`src/rtl/core/mal_pkg.sv`:
```
// Shared types and constants for the multiply accumulate long unit.
package mal_pkg;

  localparam int unsigned WORD_W = 32;
  localparam int unsigned DWORD_W = 2 * WORD_W;
  localparam int unsigned IDX_W = 4;
  localparam int unsigned OP_W = 3;

  // Register number of the program counter; any use of it is unpredictable.
  localparam logic [IDX_W-1:0] PC_INDEX = IDX_W'(15);

  typedef enum logic [OP_W-1:0] {
    OP_MUL   = 3'd0,
    OP_MLA   = 3'd1,
    OP_UMULL = 3'd2,
    OP_UMLAL = 3'd3,
    OP_SMULL = 3'd4,
    OP_SMLAL = 3'd5
  } op_t;

  // Per-instruction control that travels down the pipeline with the data.
  typedef struct packed {
    logic write_en;
    logic is_long;
    logic is_signed;
    logic accum;
    logic flags_req;
  } ctrl_t;

endpackage

```
`src/rtl/core/mal_decode.sv`:
```
// Instruction decoder: operation class and register legality checks.
module mal_decode
  import mal_pkg::*;
(
  input  logic [OP_W-1:0]  op,
  input  logic             set_flags,
  input  logic [IDX_W-1:0] dest_index,
  input  logic [IDX_W-1:0] second_index,
  input  logic [IDX_W-1:0] multiplicand_index,
  input  logic [IDX_W-1:0] multiplier_index,
  output ctrl_t            ctrl
);

  logic uses_pc;
  logic short_ok;
  logic long_ok;

  assign uses_pc = (dest_index == PC_INDEX) || (second_index == PC_INDEX) ||
                   (multiplicand_index == PC_INDEX) || (multiplier_index == PC_INDEX);

  assign short_ok = (dest_index != multiplicand_index);
  assign long_ok  = (dest_index != multiplicand_index) &&
                    (second_index != multiplicand_index) &&
                    (dest_index != second_index);

  always_comb begin
    ctrl           = '0;
    ctrl.flags_req = set_flags;
    unique case (op) inside
      OP_MUL, OP_MLA: begin
        ctrl.write_en = !uses_pc && short_ok;
        ctrl.accum    = (op == OP_MLA);
      end
      OP_UMULL, OP_UMLAL: begin
        ctrl.write_en = !uses_pc && long_ok;
        ctrl.is_long  = 1'b1;
        ctrl.accum    = (op == OP_UMLAL);
      end
      OP_SMULL, OP_SMLAL: begin
        ctrl.write_en  = !uses_pc && long_ok;
        ctrl.is_long   = 1'b1;
        ctrl.is_signed = 1'b1;
        ctrl.accum     = (op == OP_SMLAL);
      end
      default: begin
        ctrl.write_en = 1'b0;
      end
    endcase
  end

endmodule

```
`src/rtl/core/multiply_accumulate_long_unit.sv`:
```
// Top level of the pipelined multiply and multiply-accumulate unit.
//
// This unit executes one multiply instruction per beat: MUL and MLA return a
// 32-bit result, UMULL/UMLAL and SMULL/SMLAL a 64-bit unsigned or signed
// product, with the accumulate forms adding the incoming 64-bit value. It is a
// five-stage pipeline (decode and capture, 32x32 unsigned multiply, signed
// correction of the high half, 64-bit accumulate, flag generation and output
// register), and a new beat can be taken every cycle while the pipeline is not
// held by a result-side stall. Each stage holds its own valid bit and only waits
// when the stage after it is full and blocked, so bubbles collapse and a stall
// on the result side reaches the input only once the pipeline is full. When the
// register choice is unpredictable (any index 15, Rd equal to Rm for the short
// forms, or RdHi, RdLo and Rm not all distinct for the long forms) or the
// operation code is undefined, the result beat carries write_enable low and every
// other field zero. Only N and Z are reported.
module multiply_accumulate_long_unit
  import mal_pkg::*;
(
  input  logic               clk,
  input  logic               rst_n,
  // Instruction channel.
  input  logic               in_valid,
  output logic               in_stall,
  input  logic [OP_W-1:0]    in_op,
  input  logic               in_set_flags,
  input  logic [WORD_W-1:0]  in_multiplicand,
  input  logic [WORD_W-1:0]  in_multiplier,
  input  logic [WORD_W-1:0]  in_addend_low,
  input  logic [WORD_W-1:0]  in_addend_high,
  input  logic [IDX_W-1:0]   in_dest_index,
  input  logic [IDX_W-1:0]   in_second_index,
  input  logic [IDX_W-1:0]   in_multiplicand_index,
  input  logic [IDX_W-1:0]   in_multiplier_index,
  // Result channel.
  output logic               out_valid,
  input  logic               out_stall,
  output logic               out_write_enable,
  output logic [WORD_W-1:0]  out_result_low,
  output logic [WORD_W-1:0]  out_result_high,
  output logic               out_is_long,
  output logic               out_flags_valid,
  output logic               out_flag_negative,
  output logic               out_flag_zero
);

  // Stage load enables: a stage may load when it is empty or when its
  // contents move on in the same cycle.
  logic en1, en2, en3, en4, en5;

  ctrl_t dec_ctrl;

  // Stage 1: captured operands and decoded control.
  logic               v1_r;
  ctrl_t              ctrl1_r;
  logic [WORD_W-1:0]  a1_r, b1_r;
  logic [DWORD_W-1:0] add1_r, add1_nxt;

  // Stage 2: raw unsigned product and the signed correction term.
  logic               v2_r;
  ctrl_t              ctrl2_r;
  logic [DWORD_W-1:0] prod2_r, prod2_nxt;
  logic [WORD_W-1:0]  corr2_r, corr2_nxt;
  logic [DWORD_W-1:0] add2_r;

  // Stage 3: product with the sign correction applied.
  logic               v3_r;
  ctrl_t              ctrl3_r;
  logic [DWORD_W-1:0] prod3_r, prod3_nxt;
  logic [DWORD_W-1:0] add3_r;

  // Stage 4: accumulated sum.
  logic               v4_r;
  ctrl_t              ctrl4_r;
  logic [DWORD_W-1:0] sum4_r, sum4_nxt;

  // Stage 5: output register.
  logic               v5_r;
  logic               we5_r, we5_nxt;
  logic [WORD_W-1:0]  lo5_r, lo5_nxt;
  logic [WORD_W-1:0]  hi5_r, hi5_nxt;
  logic               long5_r, long5_nxt;
  logic               fv5_r, fv5_nxt;
  logic               neg5_r, neg5_nxt;
  logic               zero5_r, zero5_nxt;

  assign en5 = !v5_r || !out_stall;
  assign en4 = !v4_r || en5;
  assign en3 = !v3_r || en4;
  assign en2 = !v2_r || en3;
  assign en1 = !v1_r || en2;

  assign in_stall = !en1;

  mal_decode u_decode (
    .op                 (in_op),
    .set_flags          (in_set_flags),
    .dest_index         (in_dest_index),
    .second_index       (in_second_index),
    .multiplicand_index (in_multiplicand_index),
    .multiplier_index   (in_multiplier_index),
    .ctrl               (dec_ctrl)
  );

  // The accumulate value is zero for the plain multiplies; the short form
  // only adds Rn to the low word.
  always_comb begin
    add1_nxt = '0;
    if (dec_ctrl.accum) begin
      add1_nxt[WORD_W-1:0] = in_addend_low;
      if (dec_ctrl.is_long) begin
        add1_nxt[DWORD_W-1:WORD_W] = in_addend_high;
      end
    end
  end

  // A signed product equals the unsigned one minus each operand shifted up
  // by a word whenever the other operand is negative.
  always_comb begin
    prod2_nxt = a1_r * b1_r;
    corr2_nxt = '0;
    if (ctrl1_r.is_signed) begin
      corr2_nxt = (a1_r[WORD_W-1] ? b1_r : '0) + (b1_r[WORD_W-1] ? a1_r : '0);
    end
  end

  assign prod3_nxt = {prod2_r[DWORD_W-1:WORD_W] - corr2_r, prod2_r[WORD_W-1:0]};
  assign sum4_nxt  = prod3_r + add3_r;

  // Result formatting: suppressed writes and unrequested flags read as zero.
  always_comb begin
    we5_nxt   = ctrl4_r.write_en;
    long5_nxt = ctrl4_r.write_en && ctrl4_r.is_long;
    fv5_nxt   = ctrl4_r.write_en && ctrl4_r.flags_req;
    lo5_nxt   = ctrl4_r.write_en ? sum4_r[WORD_W-1:0] : '0;
    hi5_nxt   = long5_nxt ? sum4_r[DWORD_W-1:WORD_W] : '0;
    neg5_nxt  = 1'b0;
    zero5_nxt = 1'b0;
    if (fv5_nxt) begin
      if (ctrl4_r.is_long) begin
        neg5_nxt  = sum4_r[DWORD_W-1];
        zero5_nxt = (sum4_r == '0);
      end else begin
        neg5_nxt  = sum4_r[WORD_W-1];
        zero5_nxt = (sum4_r[WORD_W-1:0] == '0);
      end
    end
  end

  // Valid bits.
  always_ff @(posedge clk) begin
    if (!rst_n) begin
      v1_r <= 1'b0;
      v2_r <= 1'b0;
      v3_r <= 1'b0;
      v4_r <= 1'b0;
      v5_r <= 1'b0;
    end else begin
      if (en1) v1_r <= in_valid;
      if (en2) v2_r <= v1_r;
      if (en3) v3_r <= v2_r;
      if (en4) v4_r <= v3_r;
      if (en5) v5_r <= v4_r;
    end
  end

  // Payload registers.
  always_ff @(posedge clk) begin
    if (en1) begin
      ctrl1_r <= dec_ctrl;
      a1_r    <= in_multiplicand;
      b1_r    <= in_multiplier;
      add1_r  <= add1_nxt;
    end
    if (en2) begin
      ctrl2_r <= ctrl1_r;
      prod2_r <= prod2_nxt;
      corr2_r <= corr2_nxt;
      add2_r  <= add1_r;
    end
    if (en3) begin
      ctrl3_r <= ctrl2_r;
      prod3_r <= prod3_nxt;
      add3_r  <= add2_r;
    end
    if (en4) begin
      ctrl4_r <= ctrl3_r;
      sum4_r  <= sum4_nxt;
    end
    if (en5) begin
      we5_r   <= we5_nxt;
      lo5_r   <= lo5_nxt;
      hi5_r   <= hi5_nxt;
      long5_r <= long5_nxt;
      fv5_r   <= fv5_nxt;
      neg5_r  <= neg5_nxt;
      zero5_r <= zero5_nxt;
    end
  end

  assign out_valid         = v5_r;
  assign out_write_enable  = we5_r;
  assign out_result_low    = lo5_r;
  assign out_result_high   = hi5_r;
  assign out_is_long       = long5_r;
  assign out_flags_valid   = fv5_r;
  assign out_flag_negative = neg5_r;
  assign out_flag_zero     = zero5_r;

endmodule

```
`config.mk`:
```
export PLATFORM = sky130hd
export DESIGN_NAME = multiply_accumulate_long_unit
export DESIGN_NICKNAME = d
export VERILOG_FILES = /design/src/rtl/core/mal_pkg.sv /design/src/rtl/core/mal_decode.sv /design/src/rtl/core/multiply_accumulate_long_unit.sv
export SDC_FILE = /design/constraint.sdc
export NUM_CORES = 2
export LEC_CHECK = 0
export ABC_CLOCK_PERIOD_IN_PS = 6800
export BUFFER_PORTS_ARGS = -buffer_cell sky130_fd_sc_hd__buf_2
export CAP_MARGIN = 40
export CORE_MARGIN = 4
export CORE_UTILIZATION = 37
export CTS_CLUSTER_SIZE = 8
export DETAILED_ROUTE_END_ITERATION = 8
export PLACE_DENSITY = 0.64
export SKIP_LAST_GASP = 1
export SLEW_MARGIN = 10
export SYNTH_ARGS = -nofsm -noshare
export SYNTH_HDL_FRONTEND = slang
export SYNTH_SLANG_ARGS = --single-unit
```
`constraint.sdc`:
```
create_clock -name clk -period 6.8 [get_ports clk]
set_input_delay 0.68 -clock clk [delete_from_list [all_inputs] [get_ports clk]]
set_output_delay 0.68 -clock clk [all_outputs]
set_load 0.03 [all_outputs]
```
==> Word-level counts from Yosys, hierarchy flattened <==
Index checks and enable logic that the tools add are counted.
Widths: inputs -> output; s select.
{ "totals": {"reg_bits": 567, "inputBits": 152, "out_inout_bits": 71, "word_cells": 89} }
{ "op_classes": {"addsub": 3, "multipliers": 1, "eq_ne": 12, "mux": 8, "reduce_logical": 30} }
{ "op_table": {"columns": ["cell", "count"], "rows": [
  ["$add 64x64->64", 1],
  ["$logic_not 64->1", 1],
  ["$mul 32x32->64", 1],
  ["$mux 32", 2],
  ["$add 32x32->32", 1],
  ["$logic_not 32->1", 1],
  ["$sub 32x32->32", 1],
  ["$eq 4x4->1 const B", 4],
  ["$ne 4x4->1", 3],
  ["$logic_not 1->1", 8],
  ["$logic_or 1x1->1", 8],
  ["$eq 3x2->1 const B", 2],
  ["$eq 3x3->1 const B", 2],
  ["$logic_and 1x1->1", 6],
  ["$reduce_or 2->1", 3],
  ["$mux 1", 4],
  ["$reduce_or 4->1", 1],
  ["$eq 3x1->1 const B", 1],
  ["$logic_not 3->1", 1],
  ["$pmux 1 s3", 1],
  ["$pmux 1 s2", 1],
  ["$reduce_and 2->1", 1]
]} }

==> Depth between registers and ports, before layout <==
{ "depth": {"depth_word": 7, "depth_mapped": 31, "ltp_nobuf": 29} }

==> Hierarchy <==
Synthesis repeated with hierarchy kept, for this count alone.
{ "unflattened": {"hier_cells": 5491, "hier_area_um2": 58643.7} }
{ "by_module_without_submodules": {"columns": ["module", "instances", "cells_per_inst", "area_each_um2", "seq_area_each_um2"], "rows": [
  ["multiply_accumulate_long_unit", 1, 5461, 58411.0, 16976.3],
  ["mal_decode", 1, 30, 232.7, 0.0]
]} }

==> Least setup slack after synthesis <==
Ideal clock, no wire load.
{ "synth_path": {"path_type": "register to register", "from": "register b1_r[8]", "to": "register prod2_r[60] (data pin)", "setup_time_ps": 260, "t_arrival_ps": 7173, "required_ps": 6540, "path_slack_ps": -632, "stages_incl_launch_ff": 25, "n_path_buf": 2, "period_less_slack_ps": 7432, "cell_sequence": "edfxtp_1 > clkbuf_1 > and2_1 > fa_1 > fa_1 > inv_1 > fa_1 > fa_1 > inv_1 > fa_1 > fa_1 > fa_1 > inv_1 > fa_1 > inv_1 > ha_1 > clkbuf_1 > nand3_1 > or4_1 > o21ai_1 > a21boi_1 > or3_1 > o21ai_1 > a41oi_1 > xnor2_1"} }
{ "synth_via": {"elab_chain_cells": 1} }
{ "synth_rtl": {"columns": ["item", "line_no", "rtl"], "rows": [
  ["from (decl)", "multiply_accumulate_long_unit.sv:55", "logic [WORD_W-1:0] a1_r, b1_r;"],
  ["from (signal assigned)", "multiply_accumulate_long_unit.sv:171", "b1_r <= in_multiplier;"],
  ["$mul 32x32->64", "multiply_accumulate_long_unit.sv:119", "prod2_nxt = a1_r * b1_r;"],
  ["net prod2_nxt[60]", "multiply_accumulate_long_unit.sv:61", "logic [DWORD_W-1:0] prod2_r, prod2_nxt;"],
  ["to (signal assigned)", "multiply_accumulate_long_unit.sv:176", "prod2_r <= prod2_nxt;"],
  ["to (decl)", "multiply_accumulate_long_unit.sv:61", null]
]} }
The timed path passes the listed nets, and every way through them passes these cells.
A chain may end at the register's enable or synchronous reset.

==> Final worst setup path <==
{ "layout_path": {"from": "register a1_r[14]", "to": "register prod2_r[60] (data pin)"} }
{ "layout_via": {"elab_chain_cells": 1} }
{ "layout_rtl": {"columns": ["item", "line_no", "rtl"], "rows": [
  ["from (decl)", "multiply_accumulate_long_unit.sv:55", null],
  ["from (signal assigned)", "multiply_accumulate_long_unit.sv:170", "a1_r <= in_multiplicand;"],
  ["$mul 32x32->64", "multiply_accumulate_long_unit.sv:119", null],
  ["net prod2_nxt[60]", "multiply_accumulate_long_unit.sv:61", null]
]} }
The timed path passes the listed nets, and every way through them passes these cells.

==> reports/results.txt <==
Vias/cell - 4.979
Vias - 40390
Starting Density - 37.34%
clock latency on the worst-skew pair - 0.71 ns
post-place instance area - 65310 um2
Post-Synthesis Cells - 5485
Post-synth EDFFs - 562
CTS Buf Count - 86
CTS tree - built
Root Buffer - clkbuf_16
vias in the first global route - 43430
Total Routing Usage GR - 19.72%
final hold vios - 0
Final WS setup - -0.7661 ns
last weighted congestion value of the routability-driven placer - 0.9244
Synth Area in XOR/XNOR - 2.723%
flop and latch count out of synthesis - 567
max_cap viols - 0
H-tree Lvls - 3
nets@finish - 7456
WS Path Type - reg -> reg
Pins Over Slew Limit - 0
Async SR Flop Fraction - 0%
DR iter-0 viols - 2672
failing checks - setup timing
Core ar. - 156800 um2
first-pass iteration count of the detailed router - 8
dpl hpwl - 130.7 mm
wirelength, routed - 160.6 mm
minimum clock period - 7.566 ns
critical-path maximum fanout - 7
hold_buf cts - 0
top_reg_cell synth - edfxtp_1
final worst-path cycle share - 111.3%
Netlist Area Pre-Place - 58530 um2
worst clock skew - 0.05011 ns
fmax - 0.1322 GHz
Ys Warns - 0
CP startpoint kind - flip-flop
Post-Synth Simple-Gate Area - 14.60%
Routed Antenna Nets - 0
die area - 164600 um2
WHS Path Cells - 1
Synth Area in Compound Gates - 6.586%
status - finished, violations left
Die Y - 405.7 um
DRC - 0
CP Capture Type - flip-flop
final setup fails - 38
total grt overflow - 0
Max transition margin - 38.45%
pin count of the biggest net entering global routing - 143
Arr. time, crit path - 8.00 ns
share of cells above drive strength 1 - 16.72%
WL per Instance - 19.80 um
worst min path class - in -> reg
initial antenna violation count - 19
post-synth top area share - 30.75%
Clk pin slew, worst setup/hold paths - 0.05 ns
clock tree buffer depth - 3
RSZ-0062 raised after global routing - yes
r2r setup slk - -0.77 ns
largest family of logic cells by synthesized area - adder cells
Area contributors post-synth - fa_1, edfxtp_1, ha_1, and2_1, inv_1
Post-Syn Nets - 6923
Synth area leader - fa_1
R2R Path End - prod2_r[60]
CTS sink cnt - 567
first-pass GRT wire length - 251.1 mm
Post-Synth Adder-Cell Area - 39.02%
Worst Max-Slew Pin Slew - 0.9232 ns
Die W - 405.7 um
path depth of the worst reg2reg path - 22
Final Cell Area - 69420 um2
sequential fraction of the synthesis area - 29.00%
port bufs - 222
Req. time, crit path - 7.23 ns
mux contribution to synthesized area - 0.05130%
reg2reg start - a1_r[14]
Rows - 145
Syn Area/Cell - 10.67 um2
CP endpoint - prod2_r[60]
Area Overhead vs Synth - 18.60%
Synth cell types - 72
Worst Hold Launch - in_multiplier[13]
io pins - 223
crit path launch - a1_r[14]
per-stage QoR:
stage	hold slack, ns	util, %	setup slack (ns)	TNS, ns	std cells
after floorplan	0.4003	-	-0.4333	-3.499	5485
after global routing	0.1054	44.28	-1.009	-26.92	8107
after CTS	0.08022	43.84	-0.8040	-18.00	8081
after detailed placement	0.4045	41.66	-0.8690	-18.71	7929
after global placement	0.4001	41.62	-0.8564	-17.44	7923
final	0.1522	44.28	-0.7661	-17.76	8112
critical path, cell delays in order, from the launching register on:
cell and delay (ns):
edfxtp_1 0.44, buf_12 0.18, buf_4 0.15, and2_1 0.15
fa_1 0.50, fa_1 0.51, inv_1 0.05, fa_1 0.46
fa_1 0.51, inv_1 0.06, fa_1 0.56, fa_1 0.43
fa_1 0.56, fa_2 0.50, ha_4 0.32, nand4_1 0.18
or4_4 0.57, o21ai_4 0.20, a21boi_2 0.10, or3_4 0.42
o21ai_4 0.18, a41oi_2 0.13, xnor2_1 0.14
Yosys cell counts, drive strengths merged, types with 3 or more instances:
library cell / count
a21boi: 11
and2: 709
a2111oi: 5
o2111ai: 3
and3: 119
mux2i: 3
nor2: 99
edfxtp: 562
o21ai: 103
a21o: 110
o211ai: 9
a311oi: 6
a21oi: 181
a41oi: 4
ha: 387
xnor2: 127
nand2b: 13
a211o: 3
fa: 899
o31a: 9
nand4: 47
nor3: 18
nor2b: 31
or3: 16
o21bai: 33
a31oi: 28
o31ai: 10
xor2: 55
o22ai: 4
nand3: 34
o41ai: 6
or2: 4
a211oi: 14
buf: 8
nor4: 18
o21a: 28
a221oi: 9
inv: 979
or4: 4
dfxtp: 5
nand2: 491
clkbuf: 260
metal layers:
layer / global-route usage [%] / up-vias / wire, um
met4: 4.611 / 8 / 3270
met1: 27.37 / 20400 / 70980
li1: - / 18490 / -
met2: 31.63 / 1301 / 74090
met3: 4.346 / 188 / 12260
met5: 0 / - / 48
cell type report:
type / instances / area (um2)
Clock inverter: 21 / 286.5
Sequential cell: 567 / 16980
Tap cell: 2058 / 2575
Antenna cell: 6 / 15.01
Fill cell: 14670 / 87330
Clock buffer: 97 / 2193
Multi-Input combinational cell: 3671 / 37930
Timing Repair Buffer: 713 / 5768
Inverter: 979 / 3677
placed cells by master, fill, tap and decap left out, drive strengths merged, types with 31 or more instances in the layout:
| cell type | netlist | final |
|---|---|---|
| inv | 979 | 981 |
| and2 | 709 | 709 |
| nor2 | 99 | 99 |
| buf | 8 | 711 |
| a21o | 110 | 110 |
| o21ai | 103 | 103 |
| a21oi | 181 | 181 |
| xor2 | 55 | 55 |
| nand3 | 34 | 34 |
| fa | 899 | 899 |
| clkbuf | 260 | 98 |
| ha | 387 | 387 |
| edfxtp | 562 | 562 |
| and3 | 119 | 119 |
| nand4 | 47 | 47 |
| o21bai | 33 | 33 |
| nand2 | 491 | 491 |
| nor2b | 31 | 31 |
| xnor2 | 127 | 127 |
how the worst min path moves through the flow:
stage / slack [ns] / end
detailed placement: 0.40 / add2_r[24]
global placement: 0.40 / ctrl3_r[3]
CTS: 0.08 / b1_r[13]
floorplan: 0.40 / add2_r[0]
finish: 0.15 / b1_r[13]
global route: 0.11 / b1_r[13]
cell families (layout without fill, tap and decap cells):
family | Yosys count | after routing
AND/OR/NAND/NOR | 1609 | 1609
adder cells (fa/ha/maj) | 1286 | 1286
buffers and inverters | 1247 | 1810
AO/OA/AOI/OAI | 591 | 591
flip-flops | 567 | 567
XOR/XNOR | 182 | 182
multiplexers | 3 | 3
other | 0 | 6
flip-flops by register name (all words and copies together) (netlist names), 2 cells and up:
signal	cells
b1_r	32
ctrl1_r	4
corr2_r	32
a1_r	32
add1_r	64
ctrl4_r	2
prod2_r	64
add3_r	64
add2_r	64
out_result_low	32
ctrl3_r	3
out_result_high	32
sum4_r	64
ctrl2_r	3
prod3_r	64
timing repair:
item	4_1_cts	5_1_grt
cloned	2	1
endpoints found under the setup margin	42	43
pin swaps	49	78
buffers inserted	35	34
gates resized for setup	131	118
Power is left out: the tool's default activity adds up to more than one toggle a clock period on the data nets, which glitch-free logic cannot reach.
